===== src/rtl/core/pcodec_pkg.sv =====
// pcodec_pkg: shared types, character constants and helper functions for the
// percent codec. No dependencies; imported by every module of the block.
`default_nettype none

package pcodec_pkg;

	// Result queue geometry: the three words of one escape plus one more.
	localparam int QDEPTH = 4;
	localparam int QAW    = $clog2(QDEPTH);
	localparam int MAXRES = 3;

	// Status codes carried on result words
	localparam logic [1:0] ST_OK     = 2'd0;
	localparam logic [1:0] ST_UNTERM = 2'd1;
	localparam logic [1:0] ST_BADHEX = 2'd2;

	// Escape phase codes
	localparam logic [1:0] PH_IDLE = 2'd0;
	localparam logic [1:0] PH_HEX1 = 2'd1;
	localparam logic [1:0] PH_HEX2 = 2'd2;

	// Mode register values
	localparam logic MODE_ENC = 1'b0;
	localparam logic MODE_DEC = 1'b1;

	// Characters
	localparam logic [7:0] CH_PCT   = 8'h25;
	localparam logic [7:0] CH_DASH  = 8'h2D;
	localparam logic [7:0] CH_UNDER = 8'h5F;
	localparam logic [7:0] CH_DOT   = 8'h2E;
	localparam logic [7:0] CH_TILDE = 8'h7E;

	typedef struct packed {
		logic [7:0] data;
		logic       last;
		logic [1:0] status;
	} res_t;

	// Decode state; while failed is set, phase holds the pending error status.
	typedef struct packed {
		logic [1:0] phase;
		logic [3:0] hi;
		logic       failed;
	} dst_t;

	function automatic logic is_unreserved(input logic [7:0] c);
		logic r;
		r = (c >= 8'h41 && c <= 8'h5A) || (c >= 8'h61 && c <= 8'h7A) ||
			(c >= 8'h30 && c <= 8'h39) ||
			c == CH_DASH || c == CH_UNDER || c == CH_DOT || c == CH_TILDE;
		return r;
	endfunction

	// {bad, value}: bad set when c is not a hex digit of either case
	function automatic logic [4:0] hex_value(input logic [7:0] c);
		logic [4:0] r;
		if (c >= 8'h30 && c <= 8'h39) begin
			r = {1'b0, c[3:0]};
		end else if ((c >= 8'h41 && c <= 8'h46) || (c >= 8'h61 && c <= 8'h66)) begin
			r = {1'b0, 4'(c[3:0] + 4'd9)};
		end else begin
			r = 5'b1_0000;
		end
		return r;
	endfunction

	// Upper-case ASCII hex digit of a nibble
	function automatic logic [7:0] hex_digit(input logic [3:0] v);
		logic [7:0] r;
		if (v < 4'd10) begin
			r = 8'h30 + {4'd0, v};
		end else begin
			r = 8'h37 + {4'd0, v};
		end
		return r;
	endfunction

endpackage

`default_nettype wire


===== src/rtl/core/pcodec_step.sv =====
// pcodec_step: combinational encode/decode of one byte into up to three
// result words plus the next decode state. Depends on pcodec_pkg.
`default_nettype none

module pcodec_step (
	input  logic                     mode,
	input  logic [7:0]               data,
	input  logic                     last,
	input  pcodec_pkg::dst_t         st,
	output logic [1:0]               n_res,
	output pcodec_pkg::res_t [2:0]   res,
	output pcodec_pkg::dst_t         st_nxt
);
	import pcodec_pkg::*;

	logic [4:0] hv;

	always_comb begin
		hv     = hex_value(data);
		n_res  = 2'd0;
		res    = '0;
		st_nxt = st;
		if (mode == MODE_ENC) begin
			st_nxt = '0;
			if (is_unreserved(data)) begin
				n_res  = 2'd1;
				res[0] = '{data: data, last: last, status: ST_OK};
			end else begin
				n_res  = 2'd3;
				res[0] = '{data: CH_PCT, last: 1'b0, status: ST_OK};
				res[1] = '{data: hex_digit(data[7:4]), last: 1'b0, status: ST_OK};
				res[2] = '{data: hex_digit(data[3:0]), last: last, status: ST_OK};
			end
		end else if (st.failed) begin
			// drop until end of string, then close with the stored status
			if (last) begin
				n_res  = 2'd1;
				res[0] = '{data: 8'h00, last: 1'b1, status: st.phase};
				st_nxt = '0;
			end
		end else begin
			unique case (st.phase)
				PH_HEX1: begin
					if (last) begin
						n_res  = 2'd1;
						res[0] = '{data: 8'h00, last: 1'b1, status: ST_UNTERM};
						st_nxt = '0;
					end else if (hv[4]) begin
						n_res         = 2'd1;
						res[0]        = '{data: 8'h00, last: 1'b0, status: ST_BADHEX};
						st_nxt.failed = 1'b1;
						st_nxt.phase  = ST_BADHEX;
					end else begin
						st_nxt.hi    = hv[3:0];
						st_nxt.phase = PH_HEX2;
					end
				end
				PH_HEX2: begin
					n_res = 2'd1;
					if (hv[4]) begin
						res[0] = '{data: 8'h00, last: last, status: ST_BADHEX};
						if (last) begin
							st_nxt = '0;
						end else begin
							st_nxt.failed = 1'b1;
							st_nxt.phase  = ST_BADHEX;
						end
					end else begin
						res[0] = '{data: {st.hi, hv[3:0]}, last: last, status: ST_OK};
						st_nxt = '0;
					end
				end
				default: begin
					if (data == CH_PCT) begin
						if (last) begin
							n_res  = 2'd1;
							res[0] = '{data: 8'h00, last: 1'b1, status: ST_UNTERM};
							st_nxt = '0;
						end else begin
							st_nxt.phase = PH_HEX1;
						end
					end else begin
						n_res  = 2'd1;
						res[0] = '{data: data, last: last, status: ST_OK};
						if (last) begin
							st_nxt = '0;
						end
					end
				end
			endcase
		end
	end

endmodule

`default_nettype wire


===== src/rtl/core/pcodec_outq.sv =====
// pcodec_outq: small result queue taking up to three words a cycle and
// delivering one word a cycle on the output handshake. Depends on pcodec_pkg.
`default_nettype none

module pcodec_outq (
	input  logic                     clk,
	input  logic                     arst_n,
	input  logic [1:0]               push_n,
	input  pcodec_pkg::res_t [2:0]   push_res,
	output logic                     room,
	output logic                     out_valid,
	input  logic                     out_ready,
	output pcodec_pkg::res_t         head
);
	import pcodec_pkg::*;

	res_t           q_q [QDEPTH];
	logic [QAW-1:0] wr_ptr_q;
	logic [QAW-1:0] rd_ptr_q;
	logic [QAW:0]   cnt_q;
	logic           pop;
	logic [QAW:0]   free_c;

	assign out_valid = (cnt_q != '0);
	assign pop       = out_valid & out_ready;
	assign head      = q_q[rd_ptr_q];
	// room for a worst-case item, counting a word leaving this cycle
	assign free_c    = (QAW+1)'(QDEPTH) - cnt_q + {{QAW{1'b0}}, pop};
	assign room      = (free_c >= (QAW+1)'(MAXRES));

	always_ff @(posedge clk) begin
		for (int k = 0; k < MAXRES; k++) begin
			if (2'(k) < push_n) begin
				q_q[wr_ptr_q + QAW'(k)] <= push_res[k];
			end
		end
	end

	always_ff @(posedge clk or negedge arst_n) begin
		if (!arst_n) begin
			wr_ptr_q <= '0;
			rd_ptr_q <= '0;
			cnt_q    <= '0;
		end else begin
			wr_ptr_q <= wr_ptr_q + QAW'(push_n);
			rd_ptr_q <= rd_ptr_q + QAW'(pop);
			cnt_q    <= cnt_q + (QAW+1)'(push_n) - (QAW+1)'(pop);
		end
	end

`ifndef SYNTHESIS
	a_cnt_bound: assert property (@(posedge clk) disable iff (!arst_n)
		cnt_q <= (QAW+1)'(QDEPTH))
		else $error("result queue count beyond depth");
	a_ptr_cnt: assert property (@(posedge clk) disable iff (!arst_n)
		QAW'(wr_ptr_q - rd_ptr_q) == cnt_q[QAW-1:0])
		else $error("result queue pointers disagree with count");
	a_no_ovf: assert property (@(posedge clk) disable iff (!arst_n)
		push_n != 2'd0 |-> room)
		else $error("result queue pushed without room");
`endif

endmodule

`default_nettype wire


===== src/rtl/core/percent_codec.sv =====
// percent_codec: top level of the URI percent encoder/decoder.
// Depends on pcodec_pkg, pcodec_step and pcodec_outq.
`default_nettype none

// Usage: one byte of a URI component enters per word on the in_* channel and
// encoded or decoded bytes leave on the out_* channel, both valid/ready.
// cfg_we writes the mode bit (0 encode, 1 decode); write it only while the
// block is idle. Each accepted byte waits in an input register until the queue
// has room, is translated by a single level of logic, and its results (none,
// one, or three for an encoded escape) drop into a four-word result queue. A
// new byte is taken every cycle as long as the queue can hold three more words,
// so a stream of single-result bytes runs at one word per cycle while out_ready
// is high; a byte that encodes to an escape leaves as three words through the
// single output port. Error words carry out_byte zero and a nonzero status;
// after a decode error the rest of the string is swallowed and a final error
// word with out_last set closes it.
module percent_codec (
	input  logic       clk,
	input  logic       arst_n,
	input  logic       cfg_we,
	input  logic       cfg_data,
	input  logic       in_valid,
	output logic       in_ready,
	input  logic [7:0] data_byte,
	input  logic       in_last,
	output logic       out_valid,
	input  logic       out_ready,
	output logic [7:0] out_byte,
	output logic       out_last,
	output logic [1:0] status
);
	import pcodec_pkg::*;

	logic           mode_q;
	logic           v_s1;
	logic [7:0]     data_s1;
	logic           last_s1;
	dst_t           st_q;
	dst_t           st_nxt;
	logic [1:0]     n_res;
	res_t [2:0]     res;
	logic           room;
	logic           fire;
	logic [1:0]     push_n;
	res_t           head;

	// Input register moves on whenever its byte is handed to the queue.
	assign fire     = v_s1 & room;
	assign in_ready = ~v_s1 | fire;
	assign push_n   = fire ? n_res : 2'd0;

	always_ff @(posedge clk) begin
		if (in_valid && in_ready) begin
			data_s1 <= data_byte;
			last_s1 <= in_last;
		end
	end

	always_ff @(posedge clk or negedge arst_n) begin
		if (!arst_n) begin
			mode_q <= MODE_ENC;
			v_s1   <= 1'b0;
			st_q   <= '0;
		end else begin
			if (cfg_we) begin
				mode_q <= cfg_data;
			end
			if (in_ready) begin
				v_s1 <= in_valid;
			end
			if (fire) begin
				st_q <= st_nxt;
			end
		end
	end

	pcodec_step u_step (
		.mode   (mode_q),
		.data   (data_s1),
		.last   (last_s1),
		.st     (st_q),
		.n_res  (n_res),
		.res    (res),
		.st_nxt (st_nxt)
	);

	pcodec_outq u_outq (
		.clk       (clk),
		.arst_n    (arst_n),
		.push_n    (push_n),
		.push_res  (res),
		.room      (room),
		.out_valid (out_valid),
		.out_ready (out_ready),
		.head      (head)
	);

	assign out_byte = head.data;
	assign out_last = head.last;
	assign status   = head.status;

`ifndef SYNTHESIS
	a_fail_status: assert property (@(posedge clk) disable iff (!arst_n)
		st_q.failed |-> (st_q.phase == ST_BADHEX))
		else $error("error state without stored status");
	a_enc_clears: assert property (@(posedge clk) disable iff (!arst_n)
		(fire && mode_q == MODE_ENC) |=> (st_q == '0))
		else $error("encode word left decode state behind");
	a_err_zero: assert property (@(posedge clk) disable iff (!arst_n)
		(out_valid && status != ST_OK) |-> (out_byte == 8'h00))
		else $error("error word with nonzero byte");
`endif

endmodule

`default_nettype wire

===== config.mk =====
export PLATFORM = sky130hd
export DESIGN_NAME = percent_codec
export DESIGN_NICKNAME = d
export VERILOG_FILES = /design/src/rtl/core/pcodec_pkg.sv /design/src/rtl/core/pcodec_step.sv /design/src/rtl/core/pcodec_outq.sv /design/src/rtl/core/percent_codec.sv
export SDC_FILE = /design/constraint.sdc
export NUM_CORES = 1
export LEC_CHECK = 0
export BUFFER_PORTS_ARGS = -buffer_cell sky130_fd_sc_hd__buf_2
export CAP_MARGIN = 10
export CORE_ASPECT_RATIO = 0.5
export CORE_MARGIN = 10
export CORE_UTILIZATION = 55
export CTS_BUF_LIST = sky130_fd_sc_hd__clkbuf_2
export DETAILED_ROUTE_END_ITERATION = 8
export GPL_ROUTABILITY_DRIVEN = 0
export PLACE_DENSITY = 0.76
export SLEW_MARGIN = 20
export SYNTH_ARGS = -nofsm -noshare
export SYNTH_HDL_FRONTEND = slang
export SYNTH_SLANG_ARGS = --single-unit

===== constraint.sdc =====
create_clock -name clk -period 4 [get_ports clk]
set_clock_uncertainty 0.15 [all_clocks]
set_input_delay 0.8 -clock clk [delete_from_list [all_inputs] [get_ports clk]]
set_output_delay 0.8 -clock clk [all_outputs]
set_load 0.02 [all_outputs]

==> results of run 1 <==
==> cells in the mapped netlist, types with 3 or more instances <==
library cell  number  area (um2)
nor3_1            10        50.1
ha_1              18         225
mux2_2             5        56.3
nor2b_1            8        50.1
nand4_1            5        31.3
a211oi_1          10        75.1
o21ai_0           17        85.1
nor2_1            39         146
o211ai_1           4        30.0
mux4_2            11         248
a211oi_2           3        37.5
xor2_1             3        26.3
clkbuf_1          13        48.8
a21oi_1           21         105
o22ai_1            6        37.5
buf_2              6        30.0
buf_1              4        15.0
o2bb2ai_1          3        26.3
o221ai_1           5        43.8
a211o_1            3        26.3
and2_1             7        43.8
dfxtp_1           12         240
nand3_1            5        25.0
mux2i_1            4        40.0
nand2_1           45         169
inv_1             23        86.3
o22a_1             4        35.0
xnor2_1            6        52.6
and3_1             4        25.0
a22oi_1            5        37.5
edfxtp_1          41        1230
nor4_1             3        18.8
dfrtp_1           16         400
o21a_1             5        37.5
a221o_1            4        40.0
a21o_1             3        22.5
nand2b_1          10        62.6
==> worst paths after layout <==
kind	startpoint	end	slack [ns]
worst max-delay path	data_s1[0]	u_outq.cnt_q[2]	0.19
worst min-delay path	data_byte[5]	data_s1[5]	0.26
worst max register to register	data_s1[0]	u_outq.cnt_q[2]	0.19
worst min register to register	u_outq.q_q[1][0]	u_outq.q_q[1][0]	0.33
max in group asynchronous	arst_n	u_outq.wr_ptr_q[1]	2.94
min in group asynchronous	arst_n	v_s1	0.50
==> registers in the layout, summed over array words and instances, names as in the netlist <==
| register | cells |
|---|---|
| u_outq.q_q | 44 |
| data_s1 | 8 |
| st_q | 7 |
| u_outq.cnt_q | 3 |
| u_outq.rd_ptr_q | 2 |
| u_outq.wr_ptr_q | 2 |
| last_s1 | 1 |
| mode_q | 1 |
| v_s1 | 1 |
==> metal layers <==
metal | wire [um] | track usage (%) | vias up
li1 | - | - | 1750
met1 | 4980 | 26.4 | 1753
met2 | 4890 | 27.2 | 276
met3 | 1650 | 5.74 | 42
met4 | 319 | 6.53 | 0
met5 | 0 | 0 | -
==> stage by stage <==
step           power [uW]  cells
2_1_floorplan        3170    442
3_3_place_gp         3840    574
3_5_place_dp         3890    574
4_1_cts              4300    591
5_1_grt              4620    593
6_report             4340    593
==> cell families (layout without fill, tap and decap cells) <==
family                   Yosys count  count (layout)
multiplexers                      20              20
flip-flops                        69              69
AO/OA/AOI/OAI                    121             121
adder cells (fa/ha/maj)           19              19
AND/OR/NAND/NOR                  155             155
buffers and inverters             49              88
XOR/XNOR                           9               9
==> repair_timing <==
action,4_1_cts,5_1_grt
hold buffers,1,0
hold endpoints to repair,16,0
setup buffers,0,2
setup endpoints to repair,0,1
==> cell type report <==
| cell class | instances | area [um2] | share of cell area [%] |
|---|---|---|---|
| multi-input cells | 324 | 2390 | 48.8 |
| flip-flops and latches | 69 | 1870 | 38.1 |
| well taps | 112 | 140 | 2.86 |
| clock inverters | 6 | 63.8 | 1.30 |
| clock buffers | 10 | 50.0 | 1.02 |
| repair buffers | 49 | 303 | 6.17 |
| inverters | 23 | 86.3 | 1.76 |
==> where the power goes <==
group / total, uW / internal [uW] / switching [uW]
registers: 1460 / 1190 / 267
logic: 2470 / 968 / 1500
clock network: 411 / 147 / 264
total: 4340 / 2310 / 2030
==> critical path, stage by stage (launching register included) <==
cell      delay, ns
edfxtp_1       0.51
inv_1          0.17
ha_1           0.23
or4b_4         0.50
a311oi_2       0.39
a21oi_1        0.12
nor4_2         0.45
nand2_4        0.14
ha_1           0.33
fa_1           0.43
xor2_1         0.19
xnor2_1        0.14
==> impl_metrics.tcl, run 1 <==
set metrics [dict create \
    async_reset_ff_share_pct 23.2 \
    setup_viol 0 \
    synth-simple-area-share_pct 18.1 \
    core_um2 7970 \
    numCtsBuffers 9 \
    fmax_mhz 263 \
    post-route-util_pct 61.6 \
    nets 510 \
    die-area_um2 12400 \
    crit_type "reg2reg" \
    vias 3821 \
    hold_viol_final 0 \
    start_util_pct 56.1 \
    synth-edff-count 41 \
    routed_wirelength_um 11800 \
    place_ws_ns 0.192 \
    synth_top_family_by_area "compound AO/OA/AOI/OAI gates" \
    first_iter_violations 714 \
    die_h_um 83.8 \
    drc_errors 0 \
    clkTransAtPathRegs_ns 0.19 \
    dpl.hpwl_um 8710 \
    period_share_pct 95.1 \
    yosys_warnings 0 \
    fin_crit_ns 3.81 \
    rows 23 \
    die_w_um 148 \
    cap_violations 0 \
    final.setup.worst_slack_ns 0.194 \
    syn_area_um2 4470 \
    dr.pass1.iters 7 \
    synthCells 442 \
    port_buffers 27 \
    pin_count 28 \
    synthAdderAreaFrac_pct 5.48 \
    peakVddDrop_uv 367 \
    end_kind "register" \
    viasPerCell 6.44 \
    ys_ff_latch 69 \
    antenna_found_initial 0 \
    final.setup.tns_ns 0 \
    maxSlewViolCount 0 \
    synth_area_per_cell_um2 10.1 \
    ys.flop_type "edfxtp_1" \
    holdWs_ns 0.259 \
    synth_compound_area_share_pct 20.4 \
    cts_resized 0 \
    synth.area.mux_share_pct 7.69 \
    cp_max_fo 6 \
    fin_area_um2 4910 \
    antenna_left 0 \
    reg2regPathDepth 11 \
    status "complete, no violations" \
    worst_pin_slew_ns 0.870 \
    worstPathArrival_ns 4.13 \
    synthXorXnorAreaFrac_pct 1.76 \
    first_global_vias 3494 \
    htreeDepth 3 \
    clk_latency_ns 0.55 \
    rsz0062_at_grt "false" \
    start_kind "register" \
    worstPathRequired_ns 4.33 \
    powerDensity_nw_per_um2 884 \
    nFillCells 666 \
    drive_above_1_share_pct 19.8 \
    hp-class "in2reg" \
    wl_per_cell_um 20.0 \
    cts_buffer_depth 2 \
    synthesis.nets 476 \
    placed_area_um2 4770 \
    grt_pass1_wl_um 18900 \
    yosysUniqueCellTypes 76 \
    areaGrowthSynthToFinish_pct 9.68 \
    leakage_uw 0.00195 \
    root_buffer "clkbuf_2" \
    cts_tree "done" \
    grt_max_degree 24 \
    mostFrequentLayoutCell "nand2_1" \
    grt.overflow.total 0 \
    final_cell_mix "nand2_1, edfxtp_1, nor2_1, buf_2, inv_1" \
    clock_sinks 69 \
    ys_seq_area_share_pct 41.8 \
    slew_headroom_pct 41.4 \
    holdPathStages 1 \
    grt_usage_pct 19.0 \
    antennaDiodeCount 0 \
]
Note: power is estimated with default switching activity, not from simulation.
==> run 2: changes to the inputs <==
Settings changed: CORE_UTILIZATION 55 to 50, PLACE_DENSITY 0.76 to 0.7.
==> run 2 against run 1 <==
  * Count of clock-buffer cells in the layout decreased by 1
  * Combinational power about the same
  * Sequential power about the same
  * Cell area increased by 0.59%
  * First-iteration DRC count increased by 16%
  * Global-route usage decreased by 0.77 points
  * Clock power increased by 15%
  * Worst setup slack improved by 0.12 ns
  * Hold slack got worse by 0.0066 ns
  * Flip-flop and latch count unchanged
  * Non-clock buffer count decreased by 1
  * Final cell count increased by 0.51%
  * Highest routed layer unchanged
==> impl_metrics.tcl, run 2 (same netlist as run 1, synthesis figures left out) <==
set metrics [dict create \
    cpMostUsedCell "ha_1" \
    hold_viol_final 0 \
    drive_above_1_share_pct 19.4 \
    setup_viol 0 \
    numCtsBuffers 9 \
    mostFrequentLayoutCell "nand2_1" \
    slew_headroom_pct 41.5 \
    core_um2 8710 \
    dpl.hpwl_um 9050 \
    grt_max_degree 24 \
    die_h_um 86.9 \
    antennaDiodeCount 0 \
    antenna_found_initial 0 \
    die-area_um2 13400 \
    pin_count 28 \
    leakage_uw 0.00196 \
    viasPerCell 6.41 \
    instances_no_fill 596 \
    maxUsedRoutingLayer "met4" \
    antenna_left 0 \
    r2r_end "u_outq.cnt_q[2]" \
    wirelength_met1_um 5490 \
    cts_tree "done" \
    critical-path-max-stage-delay_ns 0.49 \
    crit_chain "inv_1, ha_1, or4b_4, a311oi_2, a21oi_1, nor4_2, nand2_4, ha_1, fa_1, xor2_1, xnor2_1" \
    combPwrFrac_pct 56.5 \
    end_kind "register" \
    rsz0062_at_grt "false" \
    hp-class "in2reg" \
    nets 509 \
    p_int_uw 2380 \
    worstPathRequired_ns 4.31 \
    cp_max_fo 7 \
    peakVddDrop_uv 429 \
    htreeDepth 3 \
    power.share.clock_pct 10.7 \
    port_buffers 27 \
    status "complete, no violations" \
    maxSlewViolCount 0 \
    reg.largest.list "u_outq.q_q x44, data_s1 x8, st_q x7" \
    sw_frac_of_total_pct 46.1 \
    r2r-start "data_s1[1]" \
    routed_wirelength_um 12100 \
    top_register "u_outq.q_q" \
    grt_usage_pct 18.2 \
    clkTransAtPathRegs_ns 0.20 \
    min_from "data_byte[6]" \
    reg2regPathDepth 11 \
    cap_violations 0 \
    vias 3822 \
    clk_latency_ns 0.55 \
    rows 24 \
    drc_errors 0 \
    wl_met3_um 1460 \
    post-route-util_pct 56.7 \
    powerDensity_nw_per_um2 895 \
    dr.pass1.iters 6 \
    final_cell_mix "nand2_1, edfxtp_1, nor2_1, buf_2, inv_1" \
    holdPathStages 1 \
    fin_crit_ns 3.68 \
    period_share_pct 92.1 \
    largest_reg_flops 44 \
    grt.overflow.total 0 \
    worstPathArrival_ns 4.00 \
    start_util_pct 51.4 \
    areaGrowthSynthToFinish_pct 10.3 \
    slowest_stage "or4b_4" \
    grt_pass1_wl_um 19400 \
    die_w_um 154 \
    final.setup.tns_ns 0 \
    crit_buf_inv 1 \
    rrSetupSlack_ns 0.32 \
    first_global_vias 3389 \
    start_kind "register" \
    dp.cells 580 \
    seqPwrFrac_pct 32.8 \
    cts_resized 0 \
    p_sw_uw 2030 \
    worst_pin_slew_ns 0.869 \
    wl_met2_um 4880 \
    fmax_mhz 271 \
    clock_sinks 69 \
    first_iter_violations 829 \
    wl_per_cell_um 20.3 \
    cpLargestDelayFamily "simple AND/OR/NAND/NOR gates" \
    crit_type "reg2reg" \
    cts_buffer_depth 2 \
    min_to "data_s1[6]" \
    root_buffer "clkbuf_2" \
]
## run 2: cell count changes in the layout (fill, tap and decap cells not counted)
| cell | previous run | this run |
|---|---|---|
| inv_6 | 1 | 2 |
| clkbuf_2 | 10 | 9 |
| clkinv_4 | 1 | 0 |
| bufinv_16 | 1 | 2 |
| clkinvlp_4 | 1 | 0 |
| buf_4 | 21 | 19 |
| buf_12 | 0 | 1 |
## run 2: power groups by stage
stage | registers, uW | clock network, uW | logic, uW
after global routing | 1490 | 509 | 2730
after CTS | 1450 | 477 | 2470
final | 1450 | 472 | 2490
after global placement | 1460 | 0 | 2440
after floorplan | 1300 | 0 | 1870
after detailed placement | 1470 | 0 | 2460
## run 2: layer usage
| metal | vias up | global-route usage, % |
|---|---|---|
| li1 | 1741 | - |
| met3 | 31 | 5.08 |
| met4 | 0 | 5.20 |
| met2 | 247 | 25.3 |
| met1 | 1803 | 26.7 |
| met5 | - | 0 |
## run 2: through the flow
stage | hold WS, ns | worst slack, ns | area, um2 | total power, uW
floorplan | 0.283 | 0.184 | 4470 | 3170
global placement | 0.297 | 0.450 | 4790 | 3900
detailed placement | 0.313 | 0.367 | 4790 | 3930
CTS | 0.232 | 0.327 | 4940 | 4400
global route | 0.206 | 0.128 | 4940 | 4730
finish | 0.252 | 0.317 | 4940 | 4420
## run 2: worst max-delay path by stage
stage | start | endpoint | cells after the start
global route | data_s1[1] | u_outq.cnt_q[2] | 11
finish | data_s1[1] | u_outq.cnt_q[2] | 11
floorplan | data_s1[1] | u_outq.cnt_q[2] | 13
CTS | data_s1[1] | u_outq.cnt_q[2] | 11
global placement | data_s1[1] | u_outq.cnt_q[2] | 11
detailed placement | data_s1[1] | u_outq.cnt_q[2] | 11
## run 2: cell type report
type,instances,area (um2)
clock buffer,9,45.0
sequential,69,1870
inverter,23,86.3
fill,761,3770
timing repair buffer,48,308
tap,117,146
clock inverter,6,86.3
multi-input combinational,324,2390
## run 2: what timing repair did
item	in CTS	in global routing
endpoints found under the hold margin	16	0
hold buffers	1	0
setup buffers	0	0
